--- config.mk ---
export PLATFORM = sky130hd
export DESIGN_NAME = crc8_packet_framer_flat
export DESIGN_NICKNAME = d
export VERILOG_FILES = /design/src/rtl/c8pf_pkg.sv /design/src/rtl/c8pf_in_if.sv /design/src/rtl/c8pf_out_if.sv /design/src/rtl/c8pf_front.sv /design/src/rtl/c8pf_queue.sv /design/src/rtl/c8pf_back.sv /design/src/rtl/crc8_packet_framer.sv /design/src/flat_wrapper.sv
export SDC_FILE = /design/constraint.sdc
export NUM_CORES = 1
export LEC_CHECK = 0
export BUFFER_PORTS_ARGS = -buffer_cell sky130_fd_sc_hd__clkbuf_2
export CORE_MARGIN = 1.5
export CORE_UTILIZATION = 45
export CTS_CLUSTER_SIZE = 20
export DETAILED_ROUTE_END_ITERATION = 12
export GPL_TIMING_DRIVEN = 0
export PLACE_DENSITY = 0.74
export SETUP_SLACK_MARGIN = 0.05
export SLEW_MARGIN = 20
export SYNTH_ARGS = -nofsm -noshare
export SYNTH_HDL_FRONTEND = slang
export SYNTH_SLANG_ARGS = --single-unit
--- constraint.sdc ---
create_clock -name clk -period 3.9 [get_ports clk]
set_input_delay 0.585 -clock clk [delete_from_list [all_inputs] [get_ports clk]]
set_output_delay 0.585 -clock clk [all_outputs]
set_load 0.05 [all_outputs]
--- src/rtl/c8pf_pkg.sv ---
// Package: shared types, constants and the CRC-8 byte update for the packet framer.
`timescale 1ns / 1ps
package c8pf_pkg;

	localparam logic [7:0] SYNC_MARK   = 8'hFE;
	localparam logic [7:0] TYPE_DATA   = 8'hDD;
	localparam logic [7:0] TYPE_PARITY = 8'hFF;
	localparam logic [7:0] CRC_POLY    = 8'h07;
	localparam logic [7:0] CRC_INIT    = 8'h00;
	localparam int unsigned QUEUE_DEPTH = 4;

	typedef struct packed {
		logic [7:0] data_byte;
		logic       byte_present;
		logic       is_parity;
		logic [7:0] frame_number;
		logic [7:0] chunk_number;
		logic [7:0] packet_index;
	} framer_in_t;

	typedef struct packed {
		logic [7:0] out_byte;
		logic       packet_end;
	} framer_out_t;

	// one queued slot, already classified by the front end
	typedef struct packed {
		logic [7:0] payload;
		logic       first;
		logic       last;
		logic       is_parity;
		logic [7:0] frame_number;
		logic [7:0] chunk_number;
		logic [7:0] packet_index;
	} slot_cmd_t;

	function automatic logic [7:0] crc8_byte(input logic [7:0] crc, input logic [7:0] b);
		logic [7:0] c;
		c = crc ^ b;
		for (int k = 0; k < 8; k++) begin
			c = c[7] ? ((c << 1) ^ CRC_POLY) : (c << 1);
		end
		return c;
	endfunction

endpackage

--- src/rtl/c8pf_in_if.sv ---
// Interface: input word channel of the packet framer.
`timescale 1ns / 1ps
interface c8pf_in_if;
	import c8pf_pkg::*;
	logic       valid;
	logic       ready;
	framer_in_t data;
	modport source (output valid, output data, input ready);
	modport sink (input valid, input data, output ready);
endinterface

--- src/rtl/c8pf_out_if.sv ---
// Interface: output word channel of the packet framer.
`timescale 1ns / 1ps
interface c8pf_out_if;
	import c8pf_pkg::*;
	logic        valid;
	logic        ready;
	framer_out_t data;
	modport source (output valid, output data, input ready);
	modport sink (input valid, input data, output ready);
endinterface

--- src/rtl/c8pf_front.sv ---
// Front end: accepts slot words, tracks the slot position and builds queue commands.
`timescale 1ns / 1ps
module c8pf_front
	import c8pf_pkg::*;
#(
	parameter int PAYLOAD_BYTES = 121
) (
	input  logic        clk,
	input  logic        arst_n,
	c8pf_in_if.sink     in,
	input  logic        full,
	output logic        push,
	output slot_cmd_t   cmd
);
	localparam int SLOT_W = $clog2(PAYLOAD_BYTES);

	logic [SLOT_W-1:0] slot_q;
	logic              last;

	assign in.ready = !full;
	assign push     = in.valid && !full;
	assign last     = (slot_q == SLOT_W'(PAYLOAD_BYTES - 1));

	always_comb begin
		cmd.payload      = in.data.byte_present ? in.data.data_byte : 8'h00;
		cmd.first        = (slot_q == '0);
		cmd.last         = last;
		cmd.is_parity    = in.data.is_parity;
		cmd.frame_number = in.data.frame_number;
		cmd.chunk_number = in.data.chunk_number;
		cmd.packet_index = in.data.packet_index;
	end

	always_ff @(posedge clk or negedge arst_n) begin
		if (!arst_n) begin
			slot_q <= '0;
		end else if (push) begin
			slot_q <= last ? '0 : slot_q + 1'b1;
		end
	end

endmodule

--- src/rtl/c8pf_queue.sv ---
// Queue: small register FIFO of slot commands between front and back end.
`timescale 1ns / 1ps
module c8pf_queue
	import c8pf_pkg::*;
(
	input  logic      clk,
	input  logic      arst_n,
	input  logic      push,
	input  slot_cmd_t wr_cmd,
	input  logic      pop,
	output slot_cmd_t head,
	output logic      head_valid,
	output logic      full
);
	localparam int PTR_W = $clog2(QUEUE_DEPTH);

	slot_cmd_t          mem_q [QUEUE_DEPTH];
	logic [PTR_W-1:0]   wr_ptr_q;
	logic [PTR_W-1:0]   rd_ptr_q;
	logic [PTR_W:0]     cnt_q;

	assign head       = mem_q[rd_ptr_q];
	assign head_valid = (cnt_q != '0);
	assign full       = (cnt_q == (PTR_W+1)'(QUEUE_DEPTH));

	always_ff @(posedge clk) begin
		if (push) begin
			mem_q[wr_ptr_q] <= wr_cmd;
		end
	end

	always_ff @(posedge clk or negedge arst_n) begin
		if (!arst_n) begin
			wr_ptr_q <= '0;
			rd_ptr_q <= '0;
			cnt_q    <= '0;
		end else begin
			if (push) begin
				wr_ptr_q <= wr_ptr_q + 1'b1;
			end
			if (pop) begin
				rd_ptr_q <= rd_ptr_q + 1'b1;
			end
			case ({push, pop})
				2'b10:   cnt_q <= cnt_q + 1'b1;
				2'b01:   cnt_q <= cnt_q - 1'b1;
				default: cnt_q <= cnt_q;
			endcase
		end
	end

endmodule

--- src/rtl/c8pf_back.sv ---
// Back end: header, payload and CRC bytes, one per unstalled cycle, into output register.
`timescale 1ns / 1ps
module c8pf_back
	import c8pf_pkg::*;
(
	input  logic       clk,
	input  logic       arst_n,
	input  slot_cmd_t  head,
	input  logic       head_valid,
	output logic       pop,
	c8pf_out_if.source out
);
	typedef enum logic [6:0] {
		ST_SYNC    = 7'b0000001,
		ST_TYPE    = 7'b0000010,
		ST_FRAME   = 7'b0000100,
		ST_CHUNK   = 7'b0001000,
		ST_INDEX   = 7'b0010000,
		ST_PAYLOAD = 7'b0100000,
		ST_CRC     = 7'b1000000
	} step_t;

	step_t       step_q;
	logic        started_q;
	step_t       cur;
	step_t       nxt;
	logic [7:0]  crc_q;
	framer_out_t out_q;
	logic        out_valid_q;
	logic        load_ok;
	logic        emit;
	logic [7:0]  byte_sel;
	logic        done;

	assign load_ok = !out_valid_q || out.ready;
	assign emit    = head_valid && load_ok;
	// a fresh head starts at the sync byte on the first slot, else at its payload
	assign cur     = started_q ? step_q : (head.first ? ST_SYNC : ST_PAYLOAD);

	always_comb begin
		byte_sel = 8'h00;
		nxt      = ST_PAYLOAD;
		done     = 1'b0;
		unique case (cur)
			ST_SYNC: begin
				byte_sel = SYNC_MARK;
				nxt      = ST_TYPE;
			end
			ST_TYPE: begin
				byte_sel = head.is_parity ? TYPE_PARITY : TYPE_DATA;
				nxt      = ST_FRAME;
			end
			ST_FRAME: begin
				byte_sel = head.frame_number;
				nxt      = ST_CHUNK;
			end
			ST_CHUNK: begin
				byte_sel = head.chunk_number;
				nxt      = ST_INDEX;
			end
			ST_INDEX: begin
				byte_sel = head.packet_index;
				nxt      = ST_PAYLOAD;
			end
			ST_PAYLOAD: begin
				byte_sel = head.payload;
				nxt      = ST_CRC;
				done     = !head.last;
			end
			ST_CRC: begin
				byte_sel = crc_q;
				nxt      = ST_PAYLOAD;
				done     = 1'b1;
			end
			default: begin
				byte_sel = 8'h00;
				nxt      = ST_PAYLOAD;
				done     = 1'b1;
			end
		endcase
	end

	assign pop       = emit && done;
	assign out.valid = out_valid_q;
	assign out.data  = out_q;

	always_ff @(posedge clk) begin
		if (emit) begin
			out_q.out_byte   <= byte_sel;
			out_q.packet_end <= (cur == ST_CRC);
		end
	end

	always_ff @(posedge clk or negedge arst_n) begin
		if (!arst_n) begin
			step_q      <= ST_PAYLOAD;
			started_q   <= 1'b0;
			crc_q       <= CRC_INIT;
			out_valid_q <= 1'b0;
		end else begin
			if (load_ok) begin
				out_valid_q <= head_valid;
			end
			if (emit) begin
				started_q <= !done;
				step_q    <= nxt;
				crc_q     <= (cur == ST_CRC) ? CRC_INIT : crc8_byte(crc_q, byte_sel);
			end
		end
	end

endmodule

--- src/rtl/crc8_packet_framer.sv ---
// Path: an accepted slot word goes into the queue; the back end loads its bytes into
// the output register. Throughput: one output byte per cycle while a slot is queued
// and the output is not stalled, set by the back end's single byte-wide output
// register; a packet of PAYLOAD_BYTES slot words gives PAYLOAD_BYTES+6 bytes.
// Reset: arst_n clears slot position, queue, running CRC and output valid; the next
// word starts a new packet.
`timescale 1ns / 1ps
module crc8_packet_framer
	import c8pf_pkg::*;
#(
	parameter int PAYLOAD_BYTES = 121
) (
	input  logic       clk,
	input  logic       arst_n,
	c8pf_in_if.sink    in,
	c8pf_out_if.source out
);
	logic      push;
	logic      pop;
	logic      full;
	logic      head_valid;
	slot_cmd_t wr_cmd;
	slot_cmd_t head;

	c8pf_front #(
		.PAYLOAD_BYTES(PAYLOAD_BYTES)
	) u_front (
		.clk    (clk),
		.arst_n (arst_n),
		.in     (in),
		.full   (full),
		.push   (push),
		.cmd    (wr_cmd)
	);

	c8pf_queue u_queue (
		.clk        (clk),
		.arst_n     (arst_n),
		.push       (push),
		.wr_cmd     (wr_cmd),
		.pop        (pop),
		.head       (head),
		.head_valid (head_valid),
		.full       (full)
	);

	c8pf_back u_back (
		.clk        (clk),
		.arst_n     (arst_n),
		.head       (head),
		.head_valid (head_valid),
		.pop        (pop),
		.out        (out)
	);

endmodule

--- src/flat_wrapper.sv ---
// flat-port wrapper written by rule: the top's interface ports become plain ports
module crc8_packet_framer_flat import c8pf_pkg::*;
#(
	parameter int PAYLOAD_BYTES = 121
)
  (clk, arst_n, in_valid, in_data, in_ready, out_valid, out_data, out_ready);
  c8pf_in_if in_i ();
  c8pf_out_if out_i ();
  input  logic clk;
  input  logic arst_n;
  input wire logic [$bits(in_i.valid)-1:0] in_valid;
  input wire logic [$bits(in_i.data)-1:0] in_data;
  output wire logic [$bits(in_i.ready)-1:0] in_ready;
  output wire logic [$bits(out_i.valid)-1:0] out_valid;
  output wire logic [$bits(out_i.data)-1:0] out_data;
  input wire logic [$bits(out_i.ready)-1:0] out_ready;
  assign in_i.valid = in_valid;
  assign in_i.data = in_data;
  assign in_ready = in_i.ready;
  assign out_valid = out_i.valid;
  assign out_data = out_i.data;
  assign out_i.ready = out_ready;
  crc8_packet_framer #(.PAYLOAD_BYTES(PAYLOAD_BYTES)) u_core (.clk(clk), .arst_n(arst_n), .in(in_i), .out(out_i));
endmodule
# Word-level counts from Yosys, hierarchy flattened
# Memory sizes are Yosys's and may differ from the RTL's.
# Cells that the tools add are included.
# word_totals
ff_bits,40
ram_bits,140
output_inout_bits,11
elab_cells,68
mem_count,1
# op_classes
addsub,5
n_eq_ne,11
muxes,20
n_bitwise,9
reduce_logical,12
# memory_table
name,words,word_bits,rd,rd_ports_with_merged_regs,write_ports,line,rtl
u_core.u_queue.mem_q,4,35,1,0,1,c8pf_queue.sv:17,slot_cmd_t mem_q [QUEUE_DEPTH];
# op_table
op,count
8-bit case mux with 7 select lines,1
7-bit case mux with 5 select lines,1
3-bit 2-to-1 mux,8
3-bit inverter,8
8-bit 2-to-1 mux,2
7-bit == test (second input constant),2
7-bit 2-to-1 mux,2
6-bit 2-to-1 mux,2
8-bit XOR,1
7-bit by 1-bit adder with 7-bit output (second input constant),1
7-bit by 1-bit == test with 1-bit output (second input constant),1
7-bit by 2-bit == test with 1-bit output (second input constant),1
7-bit by 3-bit == test with 1-bit output (second input constant),1
7-bit by 4-bit == test with 1-bit output (second input constant),1
7-bit by 5-bit == test with 1-bit output (second input constant),1
7-bit by 6-bit == test with 1-bit output (second input constant),1
7-bit logical NOT,1
3-bit case mux with 2 select lines,1
5-bit OR reduction,1
2-bit by 1-bit adder with 2-bit output (second input constant),2
1-bit logical NOT,4
3-bit by 1-bit adder with 3-bit output (second input constant),1
3-bit == test (second input constant),1
1-bit logical AND,3
8 further kinds,9

# Logic depth before layout (Yosys ltp)
# An unclocked memory read counts as a cell.
# depth
word_depth,23
ltp_mapped,13

# Modules after synthesis
# Synthesis repeated with hierarchy kept, for this count alone.
# unflattened
hier_cells,508
area_unflattened_um2,8125.3
# modules_own_cells
module,n_inst,cells_each,area_per_inst_um2
c8pf_queue,1,219,5506.5
c8pf_back,1,209,1948.1
c8pf_front,1,80,670.6

# Least setup slack after synthesis
# Ideal clock, no wire load.
# synth_timing
path_type,register to register
start,register u_core.u_queue.rd_ptr_q[0]
end,register u_core.u_back.crc_q[3]
setup_ns,0.121
t_arrival_ns,2.679
required_time_ns,3.779
path_slack_ns,1.100
path_stages_with_launch,10
period_less_slack_ns,2.800
path_cell_list,dfrtp_1 > buf_6 > mux4_2 > a22o_1 > nor4_1 > mux2i_1 > xnor3_1 > xnor2_1 > o21ai_1 > a22o_1
# synth_between
elab_chain_cells,12
# synth_lines
element,line,rtl
"start, declared",c8pf_queue.sv:19,logic [PTR_W-1:0] rd_ptr_q;
"start signal, assigned",c8pf_queue.sv:42,rd_ptr_q <= rd_ptr_q + 1'b1;
memory read 4 x 35 bit (*),-,
6-bit 2-to-1 mux,c8pf_back.sv:38,assign cur = started_q ? step_q : (head.first ? ST_SYNC : ST_PAYLOAD);
7-bit 2-to-1 mux,c8pf_back.sv:38,
7-bit == test (tied with other cells),"c8pf_back.sv:44, c8pf_back.sv:107",
8-bit case mux with 7 select lines,c8pf_back.sv:44,unique case (cur)
8-bit XOR,c8pf_pkg.sv:39,c = crc ^ b;
3-bit 2-to-1 mux,c8pf_pkg.sv:41,c = c[7] ? ((c << 1) ^ CRC_POLY) : (c << 1);
3-bit inverter (no source line),-,
3-bit 2-to-1 mux,c8pf_pkg.sv:41,
3-bit inverter (no source line),-,
3-bit 2-to-1 mux,c8pf_pkg.sv:41,
8-bit 2-to-1 mux (*),c8pf_back.sv:107,"crc_q <= (cur == ST_CRC) ? CRC_INIT : crc8_byte(crc_q, byte_sel);"
"end signal, assigned",c8pf_back.sv:107,
"end, declared",c8pf_back.sv:27,logic [7:0] crc_q;
# Mark *: on every way between the ends. The rest lies on a longest branch, timed or not.
# A chain may end at the register's enable or synchronous reset.

# Worst setup path after layout
# layout_timing
start,register u_core.u_queue.rd_ptr_q[1]
end,register u_core.u_back.crc_q[3]
# The elaborated chain is that of the path after synthesis.

==> flow_summary.ini <==
[cells_and_area]
final_cell_area_um2 = 8833
nets = 578
synthToLayoutAreaGrowth_pct = 15.70
num_antenna_cells = 0
layout-drive-gt1-share_pct = 25.37
post-route-util_pct = 53.27

[sta]
slew-limit-headroom_pct = 42.84
worstMarginPinSlew_ns = 0.8555
finalHoldViolCount = 0
setup_violations = 0
slew_viol_final = 0
rsz0062_at_grt = false
fin_crit_sh_pct = 91.82
fmax_mhz = 279.3
timing.hold.ws_ns = 0.2561
skew_ns = 0.006421
layout_min_cycle_time_ns = 3.581
tns_ns = 0

[cts]
cts_buffers = 17
post_cts_resized = 0
clock-sinks = 179
clk_pin_slew_ns = 0.06
cts_hold_buf = 0
clockBufferDepth = 2
cts_tree = yes
cts-root-buf = clkbuf_16
cts_max_level = 4
post_cts_buffers = 0
clkLatencyLatePin_ns = 0.42

[floorplan]
ios = 49
rows = 47
die_area_um2 = 17760
start_util_pct = 46.04
die_h_um = 133.3
coreArea_um2 = 16580
die_w_um = 133.3

[flow_run]
drv_cap = 0

[logic_synthesis]
synth_area_per_cell_um2 = 16.56
netlist_instances = 461
synth-seq-cells = 179
yosysWarnings = 0
synthSimpleGateAreaFrac_pct = 8.489
synthMuxAreaShare_pct = 11.24
synth_xor_area_share_pct = 3.343
synth_fa_ha_area_share_pct = 1.409
syn_area_um2 = 7635
synth_flop_cell = edfxtp_1
synth_top_family_by_area = multiplexers
ys_seq_area_share_pct = 68.45
synth-edff-count = 149
synth_compound_area_share_pct = 5.113
async_flop_share_pct = 16.76
syn_nets = 507
ys_types = 53

[min_path]
hp-class = primary input to asynchronous set/reset pin

[power_and_ir_drop]
peakVddDrop_uv = 468.7
p_leak_nw = 3.246
p_per_area_nw_per_um2 = 895.5

[routing]
drt_wl_total_um = 15240
routedWlPerCell_um = 19.95
drt_pre_antenna_iters = 5
num_vias = 4258
drt_iter0_markers = 369
drc = 0
via_per_inst = 5.573
drtAntennaViolNets = 0

[placed_design]
post_dp_cell_area_um2 = 8235
numPortBuffers = 48
dpl.hpwl_um = 10110
place_congestion = 0.8886

[worst_setup_path]
worst_ep_arrival_time_ns = 3.89
required_ns = 4.21
reg2reg_slack_ns = 0.32
worstSetupPathType = register to register
cp-start-kind = register
end_kind = register
crit_fanout = 10

[status]
status = completed

[global_routing]
grt_use_total_pct = 18.48
grt_max_degree = 31
grt_pass1_wl_um = 24360
grt.overflow.total = 0
antenna_found_initial = 0
grt_pass1_vias = 4419
==> flip-flops by register name, indices dropped and copies added, names as in the netlist <==
register	flops
u_core.u_queue.cnt_q	3
u_core.u_front.slot_q	7
u_core.u_back.started_q	1
u_core.u_queue.rd_ptr_q	2
u_core.u_back.out.data	9
u_core.u_back.step_q	6
u_core.u_back.out.valid	1
u_core.u_back.crc_q	8
u_core.u_queue.wr_ptr_q	2
u_core.u_queue.mem_q	140
==> report_power, final <==
group / internal (mW) / total (mW) / leakage (nW) / switching, mW
combinational: 1.45 / 3.30 / 1.21 / 1.85
sequential: 2.64 / 2.88 / 1.75 / 0.237
clock: 1.07 / 1.73 / 0.292 / 0.663
==> synth_stat cells, types with 5 or more instances <==
cell type / count / area share, %
a21oi_1: 6 / 0.39
edfxtp_1: 149 / 59
inv_1: 16 / 0.79
nand3_1: 12 / 0.79
a21boi_0: 5 / 0.49
nand2_1: 37 / 1.8
xor2_1: 6 / 0.69
mux4_2: 34 / 10
dfrtp_1: 29 / 9.5
buf_2: 5 / 0.33
clkbuf_1: 7 / 0.34
ha_1: 7 / 1.1
a22o_1: 13 / 1.5
mux2i_1: 7 / 0.92
and2_1: 11 / 0.90
nor2_1: 17 / 0.84
o21ai_0: 16 / 1.0
and3_1: 10 / 0.82
xnor2_1: 18 / 2.1
==> area by class of cell <==
cell class / count / area, µm²
tap: 220 / 275.3
sequential: 179 / 5226
fill: 1340 / 7750
timing repair buffer: 52 / 320.3
clock inverter: 10 / 157.7
multi-input combinational: 249 / 2265
clock buffer: 21 / 440.4
inverter: 16 / 60.06
buffer: 17 / 88.84
==> through the flow <==
stage	setup WS, ns	std cells	total power [mW]
floorplan	1.100	461	5.405
global placement	0.4467	729	6.028
detailed placement	0.3610	733	6.207
CTS	0.3595	764	7.950
global route	0.1965	764	8.341
finish	0.3190	764	7.911
==> critical path, cell delays in order, from the launching register on <==
cell and delay [ns]:
dfrtp_1 0.31, buf_2 0.27, buf_2 0.36, mux4_2 0.38, a21boi_0 0.14, nor4_1 0.72
mux2i_1 0.40, xnor3_1 0.33, xnor2_1 0.22, o21ai_1 0.08, a22o_1 0.24
==> placed cells by master (no fill, tap or decap), types with 3 or more instances in the layout <==
cell type / Yosys / layout
xor2_1: 6 / 6
a22o_1: 13 / 13
mux4_2: 34 / 34
nor3_1: 4 / 4
edfxtp_1: 149 / 149
clkbuf_1: 7 / 11
o21ai_1: 4 / 4
ha_1: 7 / 7
nand2_1: 37 / 37
nand4_1: 3 / 3
bufinv_16: 0 / 4
xnor2_1: 18 / 18
and2_1: 11 / 11
nor2b_1: 3 / 3
dfrtp_1: 29 / 29
nor2_1: 17 / 17
buf_12: 0 / 4
and3_1: 10 / 6
clkbuf_16: 0 / 17
a21o_1: 3 / 3
a21oi_1: 6 / 6
and3_2: 0 / 4
buf_4: 3 / 3
a21boi_0: 5 / 5
mux2i_1: 7 / 7
o21ai_0: 16 / 16
buf_2: 5 / 5
nor3b_1: 4 / 4
inv_1: 16 / 16
nand3_1: 12 / 12
clkbuf_2: 0 / 48
==> logic make-up (layout without fill, tap and decap cells) <==
kind of cell | Yosys count | count (layout)
flip-flops | 179 | 179
AND/OR/NAND/NOR | 116 | 116
AO/OA/AOI/OAI | 56 | 56
multiplexers | 43 | 43
buffers and inverters | 33 | 116
XOR/XNOR | 26 | 26
adder cells (fa/ha/maj) | 8 | 8
==> final timing paths <==
check | startpoint | to | cells after the start
setup / recovery | u_core.u_queue.rd_ptr_q[1]$_DFFE_PN0P_ | u_core.u_back.crc_q[3]$_DFFE_PN0P_ | 10
hold / removal | arst_n | u_core.u_queue.wr_ptr_q[1]$_DFFE_PN0P_ | 1
setup reg to reg | u_core.u_queue.rd_ptr_q[1]$_DFFE_PN0P_ | u_core.u_back.crc_q[3]$_DFFE_PN0P_ | 10
hold reg to reg | u_core.u_back.out.valid$_DFFE_PN0N_ | u_core.u_back.out.valid$_DFFE_PN0N_ | 2
max in group asynchronous | arst_n | u_core.u_queue.cnt_q[1]$_DFFE_PN0P_ | 1
min in group clk | in_data[20] | u_core.u_queue.mem_q[1][20]$_DFFE_PP_ | 1
==> routing by layer <==
layer / track usage, % / vias up / wire length [µm] / share of wire [%]
met1: 24.37 / 2144 / 6293 / 41
met2: 30.11 / 152 / 7588 / 50
met5: 0 / - / 0 / 0
met4: 8.877 / 0 / 475 / 3.1
li1: - / 1928 / - / -
met3: 3.120 / 34 / 885 / 5.8
(Power assumes the default switching activity.)
